## src/hw/rtl/jfd_pkg.sv

```systemverilog
`timescale 1ns / 1ps
`default_nettype none
// ----------------------------------------------------------------------------
// jfd_pkg: shared types and constants of the joystick frame deframer
// Command and status structs between controller and datapath, frame codes,
// axis select codes and register indexes.
// ----------------------------------------------------------------------------
package jfd_pkg;

    localparam int DATA_BYTES_DEF = 9;

    localparam logic [7:0]  HEADER_BYTE = 8'h5A;
    localparam logic [7:0]  TAIL_BYTE   = 8'hA5;
    localparam logic [15:0] CENTRE      = 16'd2048;
    localparam logic [11:0] MAG_MAX     = 12'd2048;

    localparam int GAIN_W = 14;
    localparam int AXIS_W = 15;
    localparam int SQ_W   = 23;
    localparam int PROD_W = SQ_W + GAIN_W;
    localparam int SHIFT  = 22;

    localparam logic [GAIN_W-1:0] GAIN_XY_RESET  = 14'd6000;
    localparam logic [GAIN_W-1:0] GAIN_ROT_RESET = 14'd800;

    localparam logic CFG_GAIN_XY  = 1'b0;
    localparam logic CFG_GAIN_ROT = 1'b1;

    localparam logic [1:0] AXIS_X   = 2'd0;
    localparam logic [1:0] AXIS_Y   = 2'd1;
    localparam logic [1:0] AXIS_ROT = 2'd2;

    typedef struct packed {
        logic       sum_init;
        logic       data_wr;
        logic       sel_en;
        logic       sq_en;
        logic       gain_en;
        logic       wr_en;
        logic [1:0] axis_sel;
    } jfd_cmd_t;

    typedef struct packed {
        logic hdr_match;
        logic tail_match;
        logic sum_match;
        logic last_data;
    } jfd_sts_t;

endpackage
`default_nettype wire

```

## src/hw/rtl/jfd_datapath.sv

```systemverilog
`timescale 1ns / 1ps
`default_nettype none
// ----------------------------------------------------------------------------
// jfd_datapath: frame storage, checksum and axis mapping
// Holds the data bytes, the running sum and the gains, and runs the shared
// saturate / square / gain / scale chain one axis at a time.
// ----------------------------------------------------------------------------
module jfd_datapath import jfd_pkg::*; #(
    parameter int DATA_BYTES = DATA_BYTES_DEF
) (
    input  wire logic              aclk,
    input  wire logic              aresetn,
    input  wire jfd_cmd_t          cmd,
    output jfd_sts_t               sts,
    input  wire logic [7:0]        byte_in,
    input  wire logic              cfg_wr_en,
    input  wire logic              cfg_index,
    input  wire logic [GAIN_W-1:0] cfg_data,
    output logic [AXIS_W-1:0]      axis_x,
    output logic [AXIS_W-1:0]      axis_y,
    output logic [AXIS_W-1:0]      axis_rot,
    output logic [7:0]             button_code
);

    localparam int IDX_W = $clog2(DATA_BYTES);

    logic [7:0]        frame_reg [DATA_BYTES];
    logic [IDX_W-1:0]  ptr_reg;
    logic [7:0]        sum_reg;
    logic [GAIN_W-1:0] gain_xy_reg;
    logic [GAIN_W-1:0] gain_rot_reg;

    logic [11:0]       mag_reg;
    logic              neg_reg;
    logic [SQ_W-1:0]   sq_reg;
    logic [PROD_W-1:0] prod_reg;

    logic [AXIS_W-1:0] axis_x_reg;
    logic [AXIS_W-1:0] axis_y_reg;
    logic [AXIS_W-1:0] axis_rot_reg;
    logic [7:0]        button_reg;

    logic [15:0]       raw;
    logic [15:0]       diff;
    logic [11:0]       mag_next;
    logic              neg_next;
    logic [GAIN_W-1:0] gain_sel;
    logic [AXIS_W-1:0] q;
    logic [AXIS_W-1:0] res_next;

    assign sts.hdr_match  = (byte_in == HEADER_BYTE);
    assign sts.tail_match = (byte_in == TAIL_BYTE);
    assign sts.sum_match  = (byte_in == sum_reg);
    assign sts.last_data  = (ptr_reg == IDX_W'(DATA_BYTES - 1));

    always_ff @(posedge aclk) begin
        if (!aresetn) begin
            gain_xy_reg  <= GAIN_XY_RESET;
            gain_rot_reg <= GAIN_ROT_RESET;
        end else if (cfg_wr_en) begin
            unique case (cfg_index)
                CFG_GAIN_XY:  gain_xy_reg  <= cfg_data;
                CFG_GAIN_ROT: gain_rot_reg <= cfg_data;
                default: ;
            endcase
        end
    end

    always_ff @(posedge aclk) begin
        if (cmd.sum_init) begin
            sum_reg <= HEADER_BYTE;
            ptr_reg <= '0;
        end else if (cmd.data_wr) begin
            frame_reg[ptr_reg] <= byte_in;
            sum_reg            <= sum_reg + byte_in;
            ptr_reg            <= ptr_reg + 1'b1;
        end
    end

    // stage 1: centre, saturate, sign
    always_comb begin
        unique case (cmd.axis_sel)
            AXIS_X:   raw = {frame_reg[6], frame_reg[7]};
            AXIS_Y:   raw = {frame_reg[4], frame_reg[5]};
            AXIS_ROT: raw = {frame_reg[2], frame_reg[3]};
            default:  raw = CENTRE;
        endcase
        diff = raw - CENTRE;
        if (raw < CENTRE) begin
            mag_next = 12'(CENTRE - raw);
        end else if (diff > CENTRE) begin
            mag_next = MAG_MAX;
        end else begin
            mag_next = diff[11:0];
        end
        neg_next = (raw < CENTRE) ^ (cmd.axis_sel == AXIS_ROT);
    end

    assign gain_sel = (cmd.axis_sel == AXIS_ROT) ? gain_rot_reg : gain_xy_reg;
    assign q        = prod_reg[SHIFT +: AXIS_W];
    assign res_next = neg_reg ? AXIS_W'(~q + 1'b1) : q;

    always_ff @(posedge aclk) begin
        if (cmd.sel_en) begin
            mag_reg <= mag_next;
            neg_reg <= neg_next;
        end
        if (cmd.sq_en) begin
            sq_reg <= SQ_W'({12'd0, mag_reg} * {12'd0, mag_reg});
        end
        if (cmd.gain_en) begin
            prod_reg <= {{GAIN_W{1'b0}}, sq_reg} * {{SQ_W{1'b0}}, gain_sel};
        end
        if (cmd.wr_en) begin
            unique case (cmd.axis_sel)
                AXIS_X:   axis_x_reg <= res_next;
                AXIS_Y:   axis_y_reg <= res_next;
                AXIS_ROT: begin
                    axis_rot_reg <= res_next;
                    button_reg   <= frame_reg[8];
                end
                default: ;
            endcase
        end
    end

    assign axis_x      = axis_x_reg;
    assign axis_y      = axis_y_reg;
    assign axis_rot    = axis_rot_reg;
    assign button_code = button_reg;

endmodule
`default_nettype wire

```

## src/hw/rtl/jfd_ctrl.sv

```systemverilog
`timescale 1ns / 1ps
`default_nettype none
// ----------------------------------------------------------------------------
// jfd_ctrl: frame parser and mapping sequencer
// Tracks the frame phase, drives the datapath and steps the three axes
// through the shared mapping chain after a good tail.
// ----------------------------------------------------------------------------
module jfd_ctrl import jfd_pkg::*; (
    input  wire logic     aclk,
    input  wire logic     aresetn,
    input  wire logic     s_tvalid,
    output logic          s_tready,
    output logic          m_tvalid,
    input  wire logic     m_tready,
    input  wire jfd_sts_t sts,
    output jfd_cmd_t      cmd
);

    localparam logic [2:0] ST_SEARCH = 3'd0;
    localparam logic [2:0] ST_DATA   = 3'd1;
    localparam logic [2:0] ST_CHECK  = 3'd2;
    localparam logic [2:0] ST_TAIL   = 3'd3;
    localparam logic [2:0] ST_SEL    = 3'd4;
    localparam logic [2:0] ST_SQ     = 3'd5;
    localparam logic [2:0] ST_GAIN   = 3'd6;
    localparam logic [2:0] ST_WR     = 3'd7;

    logic [2:0] state_reg;
    logic [2:0] state_next;
    logic [1:0] axis_reg;
    logic [1:0] axis_next;
    logic       out_valid_reg;
    logic       out_valid_next;
    logic       acc;

    always_comb begin
        unique case (state_reg) inside
            ST_SEARCH, ST_DATA, ST_CHECK: s_tready = 1'b1;
            ST_TAIL:                      s_tready = !out_valid_reg;
            default:                      s_tready = 1'b0;
        endcase
    end

    assign acc = s_tvalid && s_tready;

    always_comb begin
        state_next     = state_reg;
        axis_next      = axis_reg;
        out_valid_next = out_valid_reg && !m_tready;
        cmd            = '0;
        cmd.axis_sel   = axis_reg;
        unique case (state_reg)
            ST_SEARCH: begin
                if (acc && sts.hdr_match) begin
                    cmd.sum_init = 1'b1;
                    state_next   = ST_DATA;
                end
            end
            ST_DATA: begin
                if (acc) begin
                    cmd.data_wr = 1'b1;
                    if (sts.last_data) begin
                        state_next = ST_CHECK;
                    end
                end
            end
            ST_CHECK: begin
                if (acc) begin
                    state_next = sts.sum_match ? ST_TAIL : ST_SEARCH;
                end
            end
            ST_TAIL: begin
                if (acc) begin
                    axis_next  = AXIS_X;
                    state_next = sts.tail_match ? ST_SEL : ST_SEARCH;
                end
            end
            ST_SEL: begin
                cmd.sel_en = 1'b1;
                state_next = ST_SQ;
            end
            ST_SQ: begin
                cmd.sq_en  = 1'b1;
                state_next = ST_GAIN;
            end
            ST_GAIN: begin
                cmd.gain_en = 1'b1;
                state_next  = ST_WR;
            end
            ST_WR: begin
                cmd.wr_en = 1'b1;
                if (axis_reg == AXIS_ROT) begin
                    out_valid_next = 1'b1;
                    state_next     = ST_SEARCH;
                end else begin
                    axis_next  = axis_reg + 2'd1;
                    state_next = ST_SEL;
                end
            end
            default: state_next = ST_SEARCH;
        endcase
    end

    always_ff @(posedge aclk) begin
        if (!aresetn) begin
            state_reg     <= ST_SEARCH;
            axis_reg      <= AXIS_X;
            out_valid_reg <= 1'b0;
        end else begin
            state_reg     <= state_next;
            axis_reg      <= axis_next;
            out_valid_reg <= out_valid_next;
        end
    end

    assign m_tvalid = out_valid_reg;

    a_rise_from_wr: assert property (@(posedge aclk) disable iff (!aresetn)
        $rose(out_valid_reg) |-> $past(state_reg) == ST_WR)
        else $error("result raised outside the write step");

    a_busy_no_result: assert property (@(posedge aclk) disable iff (!aresetn)
        (state_reg == ST_SEL || state_reg == ST_SQ || state_reg == ST_GAIN)
        |-> !out_valid_reg)
        else $error("mapping runs while a result is pending");

    a_bad_sum: assert property (@(posedge aclk) disable iff (!aresetn)
        (acc && state_reg == ST_CHECK && !sts.sum_match) |=> state_reg == ST_SEARCH)
        else $error("bad checksum did not restart search");

    a_axis_range: assert property (@(posedge aclk) disable iff (!aresetn)
        (state_reg == ST_SEL) |-> (axis_reg == AXIS_X || axis_reg == AXIS_Y
                                   || axis_reg == AXIS_ROT))
        else $error("axis counter out of range");

endmodule
`default_nettype wire

```

## src/hw/rtl/joystick_frame_deframer.sv

```systemverilog
`timescale 1ns / 1ps
`default_nettype none
// ----------------------------------------------------------------------------
// joystick_frame_deframer: remote-control frame parser and stick mapper
// Finds 0x5A / data / sum / 0xA5 frames in a byte stream and emits the
// three mapped stick axes and the button code of every good frame.
// ----------------------------------------------------------------------------
//  channel   dir   payload                                     handshake
//  s_        in    tdata[7:0] byte_in                          tvalid/tready
//  m_        out   tdata[55:0] axis_x,axis_y,axis_rot,button   tvalid/tready
//  cfg_      in    index 0 gain_xy, 1 gain_rot (14 bit)        write enable
//
//  Each byte is taken when s_tvalid and s_tready are both high.
//  A good tail starts the mapping (3 axes x 4 steps, select, square, gain and
//  write, through the one saturate/square/gain chain); no byte is taken meanwhile.
//  The tail byte waits while the previous result has not been taken.
//  Reset: header search, gains 6000 and 800.
// ----------------------------------------------------------------------------
module joystick_frame_deframer import jfd_pkg::*; #(
    parameter int DATA_BYTES = DATA_BYTES_DEF
) (
    input  wire logic              aclk,
    input  wire logic              aresetn,
    input  wire logic              s_tvalid,
    output logic                   s_tready,
    input  wire logic [7:0]        s_tdata,   // [7:0] byte_in
    output logic                   m_tvalid,
    input  wire logic              m_tready,
    // [14:0] axis_x, [29:15] axis_y, [44:30] axis_rot, [52:45] button_code, [55:53] 0
    output logic [55:0]            m_tdata,
    input  wire logic              cfg_wr_en,
    input  wire logic              cfg_index,
    input  wire logic [GAIN_W-1:0] cfg_data
);

    jfd_cmd_t          cmd;
    jfd_sts_t          sts;
    logic [AXIS_W-1:0] axis_x;
    logic [AXIS_W-1:0] axis_y;
    logic [AXIS_W-1:0] axis_rot;
    logic [7:0]        button_code;

    jfd_ctrl u_ctrl (
        .aclk     (aclk),
        .aresetn  (aresetn),
        .s_tvalid (s_tvalid),
        .s_tready (s_tready),
        .m_tvalid (m_tvalid),
        .m_tready (m_tready),
        .sts      (sts),
        .cmd      (cmd)
    );

    jfd_datapath #(
        .DATA_BYTES (DATA_BYTES)
    ) u_datapath (
        .aclk        (aclk),
        .aresetn     (aresetn),
        .cmd         (cmd),
        .sts         (sts),
        .byte_in     (s_tdata),
        .cfg_wr_en   (cfg_wr_en),
        .cfg_index   (cfg_index),
        .cfg_data    (cfg_data),
        .axis_x      (axis_x),
        .axis_y      (axis_y),
        .axis_rot    (axis_rot),
        .button_code (button_code)
    );

    assign m_tdata = {3'b000, button_code, axis_rot, axis_y, axis_x};

endmodule
`default_nettype wire

```

## config.mk

```make
export PLATFORM = sky130hd
export DESIGN_NAME = joystick_frame_deframer
export DESIGN_NICKNAME = d
export VERILOG_FILES = /design/src/hw/rtl/jfd_pkg.sv /design/src/hw/rtl/jfd_datapath.sv /design/src/hw/rtl/jfd_ctrl.sv /design/src/hw/rtl/joystick_frame_deframer.sv
export SDC_FILE = /design/constraint.sdc
export NUM_CORES = 1
export LEC_CHECK = 0
export ABC_AREA = 1
export ABC_CLOCK_PERIOD_IN_PS = 10700
export BUFFER_PORTS_ARGS = -buffer_cell sky130_fd_sc_hd__buf_2
export CAP_MARGIN = 5
export CORE_ASPECT_RATIO = 0.6
export CORE_UTILIZATION = 70
export DETAILED_ROUTE_END_ITERATION = 7
export PLACE_DENSITY = 0.89
export SYNTH_ARGS = -nofsm -noshare
export SYNTH_HDL_FRONTEND = slang
export SYNTH_HIERARCHICAL = 1
export SYNTH_SLANG_ARGS = --single-unit
```

## constraint.sdc

```tcl
create_clock -name aclk -period 10.7 [get_ports aclk]
set_clock_uncertainty 0.05 [all_clocks]
set_input_delay 0.535 -clock aclk [delete_from_list [all_inputs] [get_ports aclk]]
set_output_delay 0.535 -clock aclk [all_outputs]
set_load 0.03 [all_outputs]
```

==> metrics.csv, run 1 <==
metric;value;unit
flip-flop and latch count after synthesis;205;
die area;33600;µm²
vias in the first global route;19090;
root buf cell;clkbuf_16;
instance area after placement;23700;µm²
number of max-slew violations in the final report;0;
total net switching power;2460;µW
H-Tree Level Count;1;
input/output buffers;82;
peak ir drop on the vdd network;239;µV
half-perimeter wire length after detailed placement;51.9;mm
top flip-flop cell by instance count after synthesis;edfxtp_1;
# clock sinks;205;
Setup Crit Path Kind;reg2reg;
top cell type by total area after synthesis;fa_1;
status;complete, no violations;
Slew Limit Headroom;0.121;
detailed-route vias per instance;5.84;
count of buffers added by post-CTS timing repair for setup;0;
hold wc startpoint;cfg_data[10];
Place WS;2620;ps
# DRC;0;
worst-skew pair later-pin latency;540;ps
ANT nets after route;0;
Post-Route WL;63.5;mm
number of endpoints with negative hold slack in the final report;0;
maximum buffer depth of the clock tree;3;
slew at the pin closest to its max-slew limit;1320;ps
Post-synth top cells;591 x nand2_1, 560 x inv_1, 323 x fa_1;
Remaining Overflow, GRT;0;
DIE WIDTH;236;µm
power share of the clock group;0.156;
Pre-antenna DRT Iters;6;
Syn-to-layout area delta;6.37;%
final setup vio count;0;
Critical Path End Type;register;
sequential cell area fraction in the yosys report;0.248;
FMAX;118;MHz
fraction of layout instances using a drive strength above 1;0.0819;
power density over the cells;199;nW/µm²
diode count;0;
most frequently used cell type in the post-synthesis netlist;nand2_1;
CP required;10940;ps
Min-Delay Path Class;in2reg;
number of synthesized flops with an enable pin;159;
flip-flop count of the largest register after layout;56;
relative contribution of sequential cells to total power;0.201;
area inside the core boundary;31700;µm²
Final Util;0.770;
CTS Hold Bufs;0;
wire length of the first global-routing pass;101;mm
top area cells in the synthesized netlist;fa_1 28%, edfxtp_1 21%, nand2_1 9.7%;
cell area after technology mapping;23000;µm²
total power after layout;4860;µW
final RePlAce weighted congestion;1.02;
Mapped Cells;2680;
cell-internal power;2400;µW
first-iteration detailed-routing DRC count;2429;
initial antenna violation count;1;
number of gates resized after cts;0;
leakage power summed over all cells;0.0126;µW
IO Pins;86;
count of maximum capacitance violations;0;
total negative slack for setup checks;0;ps
Comb power frac;0.643;
maximum number of pins on one net before global-route repair;32;
clock tree from TritonCTS;done;
share of async-settable or async-resettable flops after synthesis;0;
arrival time of the worst setup path;8740;ps
clock transition at the register clock pins on the worst setup and hold paths after CTS;60;ps
type of element launching the critical path;register;
overall die height;142;µm
Net count, final;3271;
worst r2r src;u_ctrl/axis_reg[1];
Post-Layout Inst Area;24400;µm²
total clock buffers created by CTS;22;
count of distinct cell types in the synthesized netlist;49;
syn_area_per_cell;8.57;µm²
fin crit share;0.794;
initial cell density of the core;0.724;
smallest setup slack after layout;2200;ps
total global-route track usage;0.397;
post-layout min period;8500;ps
number of vias in the routed layout;18557;
Yosys Warn Count;6;
setup repair after global routing missed its margin;no;
Critical Path Fanout Max;20;
Critical path origin;u_ctrl/axis_reg[1];
drt wl/cell;20.0;µm
share of the synthesized area in the top cell type;0.281;
proportion of total power due to net switching;0.505;
Placement Rows;50;
-- worst paths after layout --
path | slack (ps) | endpoint | cells after the start
max reg2reg | 2200 | u_datapath/prod_reg[36] | 23
min | 180 | u_datapath/gain_xy_reg[10] | 3
min reg2reg | 370 | u_datapath/button_code[2] | 0
max | 2200 | u_datapath/prod_reg[36] | 23
-- cells in the final DEF (no fill, tap or decap), drive strengths merged --
cell      instances
nand4            18
nor4              9
clkbuf           29
and3              1
xor2             24
nand3b            3
nor3             24
edfxtp          159
a21oi            76
a31oi             4
fa              323
clkinv           12
o21a              4
o21ai            73
or4               1
nor3b             1
or2              18
clkinvlp          2
nor2            312
conb             12
dfxtp            46
ha              175
a21boi            3
a21o              3
nand2           601
inv             575
o21bai            8
buf             103
bufinv            2
nand3           117
nand2b            1
o211ai            4
xnor2            16
o31ai             2
-- layer usage --
metal,wire (µm),track usage,vias up
li1,-,-,8281
met1,25900,0.575,8884
met2,24800,0.536,1256
met3,11400,0.188,134
met4,1420,0.0939,2
met5,13,0,-
-- stage by stage --
step | hold WS [ps] | std cells
floorplan | 350 | 2689
global placement | 353 | 3137
detailed placement | 355 | 3137
CTS | 165 | 3177
global route | 191 | 3177
finish | 177 | 3177
-- critical path, cell delays in order, from the launching register on --
cell and delay, ps:
dfxtp_1 820, inv_2 300, nor2_2 650, inv_2 370, o21ai_2 720, inv_1 440, nand2_1 200, fa_1 450
fa_1 550, inv_1 50, fa_1 480, inv_1 50, fa_1 480, inv_1 50, ha_1 170, ha_1 200
ha_1 530, nand2_1 260, nor3_1 640, nand2_1 220, nor2_1 220, nand4_1 140, nand4_1 120, nand2_1 60
-- cells by family (layout without fill, tap and decap cells) --
| kind of cell | Yosys count | count (layout) | share of synthesized area |
|---|---|---|---|
| AO/OA/AOI/OAI | 177 | 177 | 0.0432 |
| XOR/XNOR | 40 | 40 | 0.0152 |
| buffers and inverters | 651 | 723 | 0.112 |
| flip-flops | 205 | 205 | 0.248 |
| adder cells (fa/ha/maj) | 498 | 498 | 0.377 |
| AND/OR/NAND/NOR | 1106 | 1106 | 0.205 |
| other | 3 | 12 | 0.000490 |
-- power groups by stage --
stage | combinational [µW] | clock [µW] | sequential (µW)
floorplan | 2170 | 0 | 982
global placement | 2900 | 0 | 988
detailed placement | 2970 | 0 | 991
CTS | 2990 | 764 | 975
global route | 3460 | 799 | 980
finish | 3120 | 760 | 976
-- area by class of cell --
| type | count | area [µm²] |
|---|---|---|
| Fill cell | 2204 | 7280 |
| Tap cell | 416 | 520 |
| Clock buffer | 29 | 587 |
| Timing Repair Buffer | 103 | 568 |
| Sequential cell | 205 | 5700 |
| Clock inverter | 11 | 119 |
| Multi-Input combinational cell | 1833 | 14800 |
| Inverter | 580 | 2190 |
Note: power is estimated with default switching activity, not from simulation.
==> run 2: changes to the inputs <==
ABC_CLOCK_PERIOD_IN_PS = 7300   (was 10700)
CORE_UTILIZATION = 58   (was 70)
PLACE_DENSITY = 0.78   (was 0.89)
clock period = 7.3 ns   (was 10.7 ns; I/O delays follow)
==> run 2 against run 1 <==
Routed wire length fell by 1.0%. Clock power rose by 82%. Setup slack got worse by 1900 ps. Critical path type unchanged. Core utilization fell by 13 points. Critical endpoint unchanged. Maximum frequency rose by 21%. Count of clock-buffer cells in the layout fell by 4. Largest cell class unchanged.
==> metrics.csv, run 2 (synthesized netlist as in run 1, its figures left out) <==
metric;value;unit
Post-Route WL;62.9;mm
Post-Layout Inst Area;24900;µm²
initial antenna violation count;0;
FMAX;142;MHz
type of element launching the critical path;register;
slowest cell delay on critical path;550;ps
die area;40400;µm²
# DRC;0;
# clock sinks;205;
input/output buffers;82;
number of cells on the worst hold path;3;
detailed-route vias per instance;5.62;
Min-Delay Path Class;in2reg;
instance area after placement;24000;µm²
flip-flop count of the largest register after layout;56;
post-layout min period;7040;ps
slew at the pin closest to its max-slew limit;1080;ps
H-Tree Level Count;1;
root buf cell;clkbuf_16;
arrival time of the worst setup path;7270;ps
number of endpoints with negative hold slack in the final report;0;
Setup Crit Path Kind;reg2reg;
final setup vio count;0;
half-perimeter wire length after detailed placement;51.8;mm
DIE WIDTH;259;µm
final RePlAce weighted congestion;1.04;
vias in the first global route;18629;
number of vias in the routed layout;18563;
clock transition at the register clock pins on the worst setup and hold paths after CTS;70;ps
Syn-to-layout area delta;8.38;%
status;complete, no violations;
wire length of the first global-routing pass;100;mm
relative contribution of sequential cells to total power;0.193;
r2r setup slk;260;ps
cell-internal power;3770;µW
fin crit share;0.964;
Slew Limit Headroom;0.274;
Critical Path End Type;register;
number of max-slew violations in the final report;0;
total negative slack for setup checks;0;ps
commonest cells after routing, fill and taps aside;591 x nand2_1, 560 x inv_1, 323 x fa_1;
proportion of total power due to net switching;0.491;
cell count along the critical path;27;
Pre-antenna DRT Iters;6;
first-iteration detailed-routing DRC count;2293;
Remaining Overflow, GRT;0;
Comb power frac;0.621;
most common cell after layout, fill and taps aside;nand2_1;
maximum buffer depth of the clock tree;3;
area inside the core boundary;39000;µm²
crit path buf inv count;7;
IO Pins;86;
ANT nets after route;0;
kind of cell with the highest combined delay on the critical path;adder cells;
clock tree from TritonCTS;done;
fraction of layout instances using a drive strength above 1;0.0896;
Crit path top cell by count;nand2_1;
setup repair after global routing missed its margin;no;
worst-skew pair later-pin latency;540;ps
maximum number of pins on one net before global-route repair;32;
drt wl/cell;19.0;µm
leakage power summed over all cells;0.0128;µW
power share of the clock group;0.186;
total clock buffers created by CTS;22;
overall die height;156;µm
CP required;7530;ps
power density over the cells;298;nW/µm²
Placement Rows;56;
count of maximum capacitance violations;0;
initial cell density of the core;0.589;
Critical Path Fanout Max;16;
count of buffers added by post-CTS timing repair for setup;0;
Net count, final;3290;
r2r worst-path depth;27;
total net switching power;3640;µW
peak ir drop on the vdd network;319;µV
slowest stage cell, crit path;fa_1;
total global-route track usage;0.323;
hold_ws;23.4;ps
[run 2: cell count changes in the layout (fill, tap and decap cells not counted), sizes merged]
cell,before,now
diode,0,1
buf,103,121
clkinvlp,2,3
clkinv,12,8
bufinv,2,9
dlygate4sd3,0,1
clkbuf,29,25
[run 2: metal layers]
layer / track usage / part of all wire / vias up
li1: - / - / 8332
met1: 0.479 / 0.43 / 9014
met2: 0.439 / 0.39 / 1131
met3: 0.133 / 0.16 / 84
met4: 0.0611 / 0.017 / 2
met5: 0.00604 / 0.00051 / -
[run 2: repair_timing]
action	4_1_cts	5_1_grt
endpoints found under the hold margin	1	0
gates resized for setup	0	2
hold buffers	1	0
setup endpoints to repair	0	15
[run 2: power by group through the flow]
stage | registers (µW) | clock network, µW | logic, µW
4_1_cts | 1430 | 1390 | 4420
3_5_place_dp | 1450 | 0 | 4390
6_report | 1430 | 1380 | 4600
2_1_floorplan | 1440 | 0 | 3170
3_3_place_gp | 1450 | 0 | 4290
5_1_grt | 1440 | 1420 | 5130
[run 2: cell type report]
cell class,count,area (µm²)
Fill cell,3164,14100
Antenna cell,1,2.50
Sequential cell,205,5700
Clock buffer,25,593
Inverter,580,2190
Multi-Input combinational cell,1833,14800
Clock inverter,15,289
Tap cell,522,653
Timing Repair Buffer,122,711
[run 2: worst min-delay path, cell delays in order]
cell	delay (ps)
buf_2	80
nor2_1	40
nor2_1	80
[run 2: through the flow]
stage | utilization | setup WS, ps | total power (µW) | cells
3_3_place_gp | 0.615 | 160 | 5740 | 3260
2_1_floorplan | - | 1330 | 4610 | 2689
3_5_place_dp | 0.615 | 138 | 5840 | 3260
4_1_cts | 0.638 | 118 | 7240 | 3301
5_1_grt | 0.638 | 22.2 | 7990 | 3302
6_report | 0.638 | 261 | 7410 | 3303
[run 2: path summary, 6_finish.rpt]
check	to	startpoint
setup / recovery	u_datapath/prod_reg[36]	u_ctrl/axis_reg[1]
setup reg to reg	u_datapath/prod_reg[36]	u_ctrl/axis_reg[1]
hold reg to reg	u_datapath/button_code[5]	u_datapath/frame_reg[8][5]
hold / removal	u_datapath/gain_xy_reg[1]	cfg_data[1]
